`config.mk`:
```
export PLATFORM = sky130hd
export DESIGN_NAME = rbr_ctrl
export DESIGN_NICKNAME = d
export VERILOG_FILES = /design/src/rtl/rbr_pkg.sv /design/src/rtl/rbr_ctrl.sv
export SDC_FILE = /design/constraint.sdc
export NUM_CORES = 1
export LEC_CHECK = 0
export BUFFER_PORTS_ARGS = -buffer_cell sky130_fd_sc_hd__buf_2
export CORE_MARGIN = 10
export CORE_UTILIZATION = 35
export DETAILED_ROUTE_END_ITERATION = 16
export PLACE_DENSITY_LB_ADDON = 0.25
export SYNTH_ARGS = -nofsm -noshare
export SYNTH_HDL_FRONTEND = slang
export SYNTH_SLANG_ARGS = --single-unit
```
`constraint.sdc`:
```
create_clock -name i_clk -period 16 [get_ports i_clk]
set_input_delay 0 -clock i_clk [delete_from_list [all_inputs] [get_ports i_clk]]
set_output_delay 0 -clock i_clk [all_outputs]
set_load 0.01 [all_outputs]
```
`src/rtl/rbr_pkg.sv`:
```
// rbr_pkg: shared constants and types of the ring buffer with rewind
// no dependencies; used by rbr_ctrl, the top level and rbr_checker
package rbr_pkg;

    localparam int DEPTH_DEF     = 256;
    localparam int WORD_BITS_DEF = 32;

    localparam int ACT_W    = 2;
    localparam int DATA_W   = 32;
    localparam int CNT_W    = 9;
    localparam int CFG_W    = 9;
    localparam int UNREAD_W = 8;

    typedef enum logic [ACT_W-1:0] {
        ACT_WRITE  = 2'd0,
        ACT_READ   = 2'd1,
        ACT_REWIND = 2'd2,
        ACT_CLEAR  = 2'd3
    } t_action;

endpackage

```
`src/rtl/rbr_ctrl.sv`:
```
// rbr_ctrl: pointer and capacity registers, request decode and result register
// depends on rbr_pkg; drives the word store ram in the top level
module rbr_ctrl #(
    parameter int DEPTH = rbr_pkg::DEPTH_DEF
) (
    input  logic                         i_clk,
    input  logic                         i_rst_n,
    input  logic                         i_accept,
    input  logic [rbr_pkg::ACT_W-1:0]    i_action,
    input  logic [rbr_pkg::CNT_W-1:0]    i_rewind_count,
    input  logic                         i_cfg_wr_en,
    input  logic [rbr_pkg::CFG_W-1:0]    i_cfg_wr_data,
    output logic                         o_ram_we,
    output logic [$clog2(DEPTH)-1:0]     o_ram_waddr,
    output logic                         o_ram_re,
    output logic [$clog2(DEPTH)-1:0]     o_ram_raddr,
    output logic                         o_valid,
    output logic                         o_status,
    output logic                         o_rd_sel,
    output logic [rbr_pkg::UNREAD_W-1:0] o_unread_count
);

    localparam int PW    = $clog2(DEPTH);
    localparam int CAP_W = $clog2(DEPTH + 1);
    localparam int MW    = (CAP_W > rbr_pkg::CFG_W) ? CAP_W : rbr_pkg::CFG_W;
    localparam int UW    = rbr_pkg::UNREAD_W;

    logic [PW-1:0]    r_rp, n_rp;
    logic [PW-1:0]    r_wp, n_wp;
    logic [CAP_W-1:0] r_cap, n_cap;
    logic             r_valid, n_valid;
    logic             r_status, n_status;
    logic             r_rd_sel, n_rd_sel;
    logic [UW-1:0]    r_unread, n_unread;

    logic [CAP_W-1:0] wp_inc;
    logic [CAP_W-1:0] unread_now;
    logic [MW:0]      rew_sum;
    logic [MW-1:0]    cnt_ext;
    logic [MW-1:0]    cap_ext;
    logic [MW-1:0]    cfg_ext;

    // (wp - rp) modulo cap, pointers below cap while cap is nonzero
    function automatic logic [CAP_W-1:0] unread_of(
        input logic [PW-1:0]    wp,
        input logic [PW-1:0]    rp,
        input logic [CAP_W-1:0] cap
    );
        logic [CAP_W:0] diff;
        diff = (wp >= rp) ? ((CAP_W+1)'(wp) - (CAP_W+1)'(rp))
                          : ((CAP_W+1)'(wp) + (CAP_W+1)'(cap) - (CAP_W+1)'(rp));
        return CAP_W'(diff);
    endfunction

    always_comb begin
        cnt_ext    = MW'(i_rewind_count);
        cap_ext    = MW'(r_cap);
        cfg_ext    = MW'(i_cfg_wr_data);
        wp_inc     = CAP_W'(r_wp) + CAP_W'(1);
        unread_now = unread_of(r_wp, r_rp, r_cap);
        // rp + cap - count lies below twice cap once count <= cap
        rew_sum    = (MW+1)'(r_rp) + (MW+1)'(r_cap) - (MW+1)'(cnt_ext);
        if (rew_sum >= (MW+1)'(r_cap)) begin
            rew_sum = rew_sum - (MW+1)'(r_cap);
        end

        n_rp     = r_rp;
        n_wp     = r_wp;
        n_cap    = r_cap;
        n_valid  = 1'b0;
        n_status = 1'b0;
        n_rd_sel = 1'b0;
        o_ram_we = 1'b0;
        o_ram_re = 1'b0;

        if (i_cfg_wr_en) begin
            n_cap = (cfg_ext > MW'(DEPTH)) ? CAP_W'(DEPTH) : CAP_W'(cfg_ext);
            n_rp  = '0;
            n_wp  = '0;
        end else if (i_accept) begin
            n_valid = 1'b1;
            case (rbr_pkg::t_action'(i_action))
                rbr_pkg::ACT_WRITE: begin
                    if (r_cap == '0) begin
                        n_status = 1'b1;
                    end else begin
                        o_ram_we = 1'b1;
                        n_wp     = (wp_inc == r_cap) ? '0 : PW'(wp_inc);
                    end
                end
                rbr_pkg::ACT_READ: begin
                    if (r_cap == '0 || unread_now == '0) begin
                        n_status = 1'b1;
                    end else begin
                        o_ram_re = 1'b1;
                        n_rd_sel = 1'b1;
                        n_rp     = (CAP_W'(r_rp) + CAP_W'(1) == r_cap)
                                   ? '0 : r_rp + PW'(1);
                    end
                end
                rbr_pkg::ACT_REWIND: begin
                    if (cnt_ext > cap_ext) begin
                        n_status = 1'b1;
                    end else if (r_cap != '0) begin
                        n_rp = PW'(rew_sum);
                    end
                end
                rbr_pkg::ACT_CLEAR: begin
                    n_rp = r_wp;
                end
                default: begin
                    n_rp = r_rp;
                end
            endcase
        end

        n_unread = UW'(unread_of(n_wp, n_rp, n_cap));
    end

    always_ff @(posedge i_clk) begin
        if (!i_rst_n) begin
            r_rp    <= '0;
            r_wp    <= '0;
            r_cap   <= '0;
            r_valid <= 1'b0;
        end else begin
            r_rp    <= n_rp;
            r_wp    <= n_wp;
            r_cap   <= n_cap;
            r_valid <= n_valid;
        end
    end

    always_ff @(posedge i_clk) begin
        r_status <= n_status;
        r_rd_sel <= n_rd_sel;
        r_unread <= n_unread;
    end

    assign o_ram_waddr    = r_wp;
    assign o_ram_raddr    = r_rp;
    assign o_valid        = r_valid;
    assign o_status       = r_status;
    assign o_rd_sel       = r_rd_sel;
    assign o_unread_count = r_unread;

endmodule

```
# After elaboration in Yosys (flattened, before gate mapping)
# Cells that the tools add are included.
[word_totals]
ff_bits = 36
word_cells = 68
out_inout_bits = 29
input_bits = 24
[classes]
n_eq_ne = 5
addsub = 12
bitwise_logic = 2
reduce_logical = 7
n_lt_le_gt_ge = 5
mux = 30
[op_table]
columns = ["operator", "n"]
rows = [
  ["8-bit two-way mux", 13],
  ["9-bit two-way mux", 3],
  ["8-bit one-hot mux with 3 select lines", 1],
  ["8-bit subtractor", 3],
  ["8-bit by 1-bit adder with 9-bit output (second input constant)", 2],
  ["9-bit equality test", 2],
  ["9-bit logical NOT", 2],
  ["8-bit >= comparator", 2],
  ["1-bit two-way mux", 12],
  ["8-bit by 9-bit adder with 10-bit output", 1],
  ["10-bit by 9-bit >= comparator with 1-bit output", 1],
  ["10-bit by 9-bit subtractor with 10-bit output", 1],
  ["8-bit by 9-bit adder with 9-bit output", 1],
  ["9-bit > comparator", 1],
  ["9-bit > comparator (second input constant)", 1],
  ["9-bit nonzero test", 1],
  ["8-bit by 8-bit subtractor with 9-bit output", 1],
  ["9-bit by 8-bit subtractor with 9-bit output", 1],
  ["8-bit by 1-bit adder with 8-bit output (second input constant)", 1],
  ["8-bit adder", 1],
  ["2-bit equality test (second input constant)", 2],
  ["2-bit OR reduction", 2],
  ["1-bit one-hot mux with 3 select lines", 1],
  ["2-bit by 1-bit equality test with 1-bit output (second input constant)", 1],
  ["3 further kinds", 4],
]

# Longest topological paths before layout
[depth]
depth_word = 11
ltp_mapped = 32
ltp_nobuf = 32

# Worst setup path before layout
# No wires, ideal clock.
[synth_timing]
path_kind = "register to register"
from = "register r_rp[1] (netlist: o_ram_raddr[1])"
to = "register r_unread[7] (netlist: o_unread_count[7])"
setup_ps = 124
path_buffers = 0
path_stages_with_launch = 29
t_arrival_ps = 6340
period_less_slack_ps = 6464
path_slack_ps = 9536
t_required_ps = 15876
cell_sequence = "dfxtp_1 inv_1 fa_1 inv_1 fa_1 a21o_1 a21oi_1 nand2b_1 a21oi_1 xor2_1 ha_1 o21ai_0 a21oi_1 o311a_1 nor3_2 o21ai_0 a221oi_4 a211oi_1 fa_1 inv_1 ha_1 a21o_1 a21oi_1 nor2b_1 o21a_1 o41ai_1 xnor2_1 mux2i_1 xor2_1"
[synth_via]
elab_chain_cells = 11
[synth_rtl]
columns = ["element", "line", "rtl"]
rows = [
  ["from (decl)", "rbr_ctrl.sv:28", "logic [PW-1:0] r_rp, n_rp;"],
  ["from (signal assigned)", "rbr_ctrl.sv:127", "r_rp <= n_rp;"],
  ["8-bit by 9-bit adder with 10-bit output", "rbr_ctrl.sv:62", "rew_sum = (MW+1)'(r_rp) + (MW+1)'(r_cap) - (MW+1)'(cnt_ext);"],
  ["10-bit by 9-bit subtractor with 10-bit output", "rbr_ctrl.sv:62", ""],
  ["8-bit subtractor / 10-bit by 9-bit >= comparator with 1-bit output (equally long branches)", "rbr_ctrl.sv:64, rbr_ctrl.sv:63", ""],
  ["8-bit two-way mux", "rbr_ctrl.sv:63", "if (rew_sum >= (MW+1)'(r_cap)) begin"],
  ["8-bit two-way mux", "rbr_ctrl.sv:104", "end else if (r_cap != '0) begin"],
  ["8-bit two-way mux", "rbr_ctrl.sv:102", "if (cnt_ext > cap_ext) begin"],
  ["8-bit one-hot mux with 3 select lines", "rbr_ctrl.sv:82", "case (rbr_pkg::t_action'(i_action))"],
  ["8-bit two-way mux *", "rbr_ctrl.sv:80", "end else if (i_accept) begin"],
  ["8-bit two-way mux *", "rbr_ctrl.sv:76", "if (i_cfg_wr_en) begin"],
  ["via n_rp[1]", "rbr_ctrl.sv:28", ""],
  ["8-bit subtractor (tied with other cells)", "rbr_ctrl.sv:51", ": ((CAP_W+1)'(wp) + (CAP_W+1)'(cap) - (CAP_W+1)'(rp));"],
  ["8-bit two-way mux *", "rbr_ctrl.sv:50", "diff = (wp >= rp) ? ((CAP_W+1)'(wp) - (CAP_W+1)'(rp))"],
  ["via n_unread[7]", "rbr_ctrl.sv:34", "logic [UW-1:0] r_unread, n_unread;"],
  ["to (signal assigned)", "rbr_ctrl.sv:137", "r_unread <= n_unread;"],
  ["to (decl)", "rbr_ctrl.sv:34", ""],
]
# Mark *: on every way through the listed nets, which the timed path passes. The rest lies on a longest branch.
# A chain may end at the register's enable or synchronous reset.

# Worst setup path after layout
[layout_timing]
from = "register r_rp[1] (netlist: o_ram_raddr[1])"
to = "register r_unread[7] (netlist: o_unread_count[7])"
[layout_via]
elab_chain_cells = 11
[layout_rtl]
columns = ["element", "line"]
rows = [
  ["8-bit by 9-bit adder with 10-bit output", "rbr_ctrl.sv:62"],
  ["10-bit by 9-bit subtractor with 10-bit output", "rbr_ctrl.sv:62"],
  ["10-bit by 9-bit >= comparator with 1-bit output", "rbr_ctrl.sv:63"],
  ["8-bit two-way mux", "rbr_ctrl.sv:63"],
  ["8-bit two-way mux", "rbr_ctrl.sv:104"],
  ["8-bit two-way mux", "rbr_ctrl.sv:102"],
  ["8-bit one-hot mux with 3 select lines *", "rbr_ctrl.sv:82"],
  ["8-bit two-way mux *", "rbr_ctrl.sv:80"],
  ["8-bit two-way mux *", "rbr_ctrl.sv:76"],
  ["via n_rp[0]", "rbr_ctrl.sv:28"],
  ["8-bit subtractor (tied with other cells)", "rbr_ctrl.sv:51"],
  ["8-bit two-way mux *", "rbr_ctrl.sv:50"],
  ["via n_unread[7]", "rbr_ctrl.sv:34"],
]
# Marked as above.

==> reports/results.ini <==
[status]
status=completed

[route]
drtAntennaViolNets=0
post_drt_wl_per_cell_um=18.2
drt_iter0_markers=371
drc=0
vias=5136
via_per_inst=5.34
first_pass_iters=5
drt-total-wl_mm=17.5

[synthesis]
yosysMostFrequentCell=inv_1
synth-simple-area-share_pct=21.9
synth_ff_type=dfxtp_1
synth_top_area_share_pct=14.5
synth_top_cell_by_area=ha_1
synth_cells=709
ys_top_cells_by_area=ha_1 (14%), dfxtp_1 (13%), fa_1 (9.5%), xnor2_1 (7.6%), inv_1 (6.2%)
syn_nets=822
synth_edf_count=0
synth_top_family_by_area=adder cells
ys_async_sr_fraction_pct=0
synth-seq-cells=36
synth_compound_area_share_pct=23.1
synthMuxAreaShare_pct=0.734
ys_types=74
synth_fa_ha_area_share_pct=24.0
synth_xor_xnor_area_share_pct=9.48
ys_seq_area_share_pct=13.2
avgSynthCellArea_um2=7.69
syn_area_um2=5450
yosysWarnings=0
yosys-top-cells-count=inv_1 (90), ha_1 (63), a21oi_1 (50), nand2_1 (50), nor2_1 (49)

[pwr]
power.share.clock_pct=27.8
switchingPower_mw=0.163
seq_power_share_pct=24.6
p_per_area_nw_per_um2=68.4
switching_share_pct=39.2
leakagePower_nw=2.71
vdd.ir_drop.worst_mv=0.0437
combPwrFrac_pct=47.5
p_int_mw=0.253
p_total_mw=0.416

[global_routing]
grt_pass1_wl_mm=27.8
grtUsageTotal_pct=16.9
grt_max_degree=28
grt_overflow=0
antenna_found_initial=0
first_global_vias=4964

[die]
ios=53
die_area_um2=21000
fp.dieW_um=145
core-area_um2=15300
start_util_pct=35.7
rows=45
fp.dieH_um=145

[sta]
whs_ns=0.115
slew_headroom_pct=39.0
finalSetupViolCount=0
rsz0062_at_grt=no
setup-tns-final_ns=0
hold_viol_final=0
post-route-period-util_pct=43.9
clock.fmax_ghz=0.142
tightestPinTransition_ns=0.912
slew_viol_final=0
skew_ns=0.00992
fin_crit_ns=7.03

[cts]
cts_inserted_buffers=5
cts_buffer_depth=2
cts_max_level=2
clock_latency_ns=0.29
cts_resized=0
cts_tree=built
cts_setup_buffers=0
cts.sinks=36
cts_hold_buf=0
path_clk_slew_ns=0.06
cts-root-buf=clkbuf_16

[placement]
dpl.hpwl_mm=14.3
io_buffers=52
gp_congestion=0.927
dpl_cell_area_um2=5910

[flow_run]
cap_violations=0

[layout]
final_nets=863
drive_above_1_share_pct=9.72
syn_to_final_growth_pct=11.5
finalInstanceArea_um2=6080
n_antenna_cell=0

[worst_setup_path]
cp.required_ns=16.22
crit_fanout=15
path_class=reg -> reg
start_kind=flop
critPathSlowestCell=o311ai_0
crit_arrival_ns=7.25
cp-end-kind=flop
max_stage_delay_ns=0.70

[hold_path]
hold_path_class=in -> reg

worst paths after layout:
| path | from | endpoint | slack, ns | cells past startpoint |
|---|---|---|---|---|
| worst max-delay path | o_ram_raddr[1] | o_unread_count[7] | 8.97 | 28 |
| worst min-delay path | i_cfg_wr_data[8] | cap_ext[8] | 0.11 | 3 |
| worst max register to register | o_ram_raddr[1] | o_unread_count[7] | 8.97 | 28 |
| worst min register to register | cap_ext[6] | cap_ext[6] | 0.64 | 2 |
cell families (layout without fill, tap and decap cells):
family,count (synthesis),count (layout)
XOR/XNOR,59,59
multiplexers,4,4
AO/OA/AOI/OAI,181,181
buffers and inverters,109,151
AND/OR/NAND/NOR,231,231
flip-flops,36,36
adder cells (fa/ha/maj),89,89
area by class of cell:
class,count,area (µm²)
well taps,211,264
inverters,90,338
multi-input cells,564,4320
repair buffers,53,268
fillers,1615,9180
clock buffers,5,125
flip-flops and latches,36,721
clock inverters,3,42.5
cells in the final DEF, fill, tap and decap left out, types with 19 or more instances in the layout:
cell,instances
a21oi_1,50
buf_2,52
dfxtp_1,36
fa_1,26
ha_1,63
inv_1,90
nand2_1,50
nor2_1,49
nor2b_1,19
o21ai_0,32
xnor2_1,47
metal layers:
layer | up-vias | global-route usage [%] | wire (µm)
met4 | 0 | 4.26 | 348
met1 | 2358 | 23.8 | 8250
met3 | 23 | 3.10 | 1220
met5 | - | 0 | 0
li1 | 2568 | - | -
met2 | 187 | 25.7 | 7700
power groups by stage:
stage / registers (mW) / logic (mW) / clock network (mW)
floorplan: 0.107 / 0.143 / 0
global placement: 0.104 / 0.197 / 0
detailed placement: 0.105 / 0.194 / 0
CTS: 0.103 / 0.196 / 0.117
global route: 0.103 / 0.221 / 0.121
finish: 0.102 / 0.198 / 0.116
sequential cells by signal, summed over array words and instances (netlist names):
signal,flops
cap_ext,9
o_ram_raddr,8
o_ram_waddr,8
o_unread_count,8
o_rd_sel,1
o_status,1
o_valid,1
worst max-delay path, delay by kind of cell, from the launching register on:
kind | cells | cell delay [ns]
xor+xnor | 2 | 0.37
compound gates | 13 | 3.08
fa+ha+maj | 5 | 1.74
simple gates | 4 | 0.62
mux | 1 | 0.27
buf+inv | 3 | 0.28
flops | 1 | 0.60
per-stage QoR:
step           std cells  utilization (%)  setup slack, ns
2_1_floorplan        709                -             9.54
3_3_place_gp         954             38.7             9.03
3_5_place_dp         954             38.7             8.99
4_1_cts              962             39.8             8.95
5_1_grt              962             39.8             8.32
6_report             962             39.8             8.97
No activity file was read; power rests on OpenSTA's default activity.
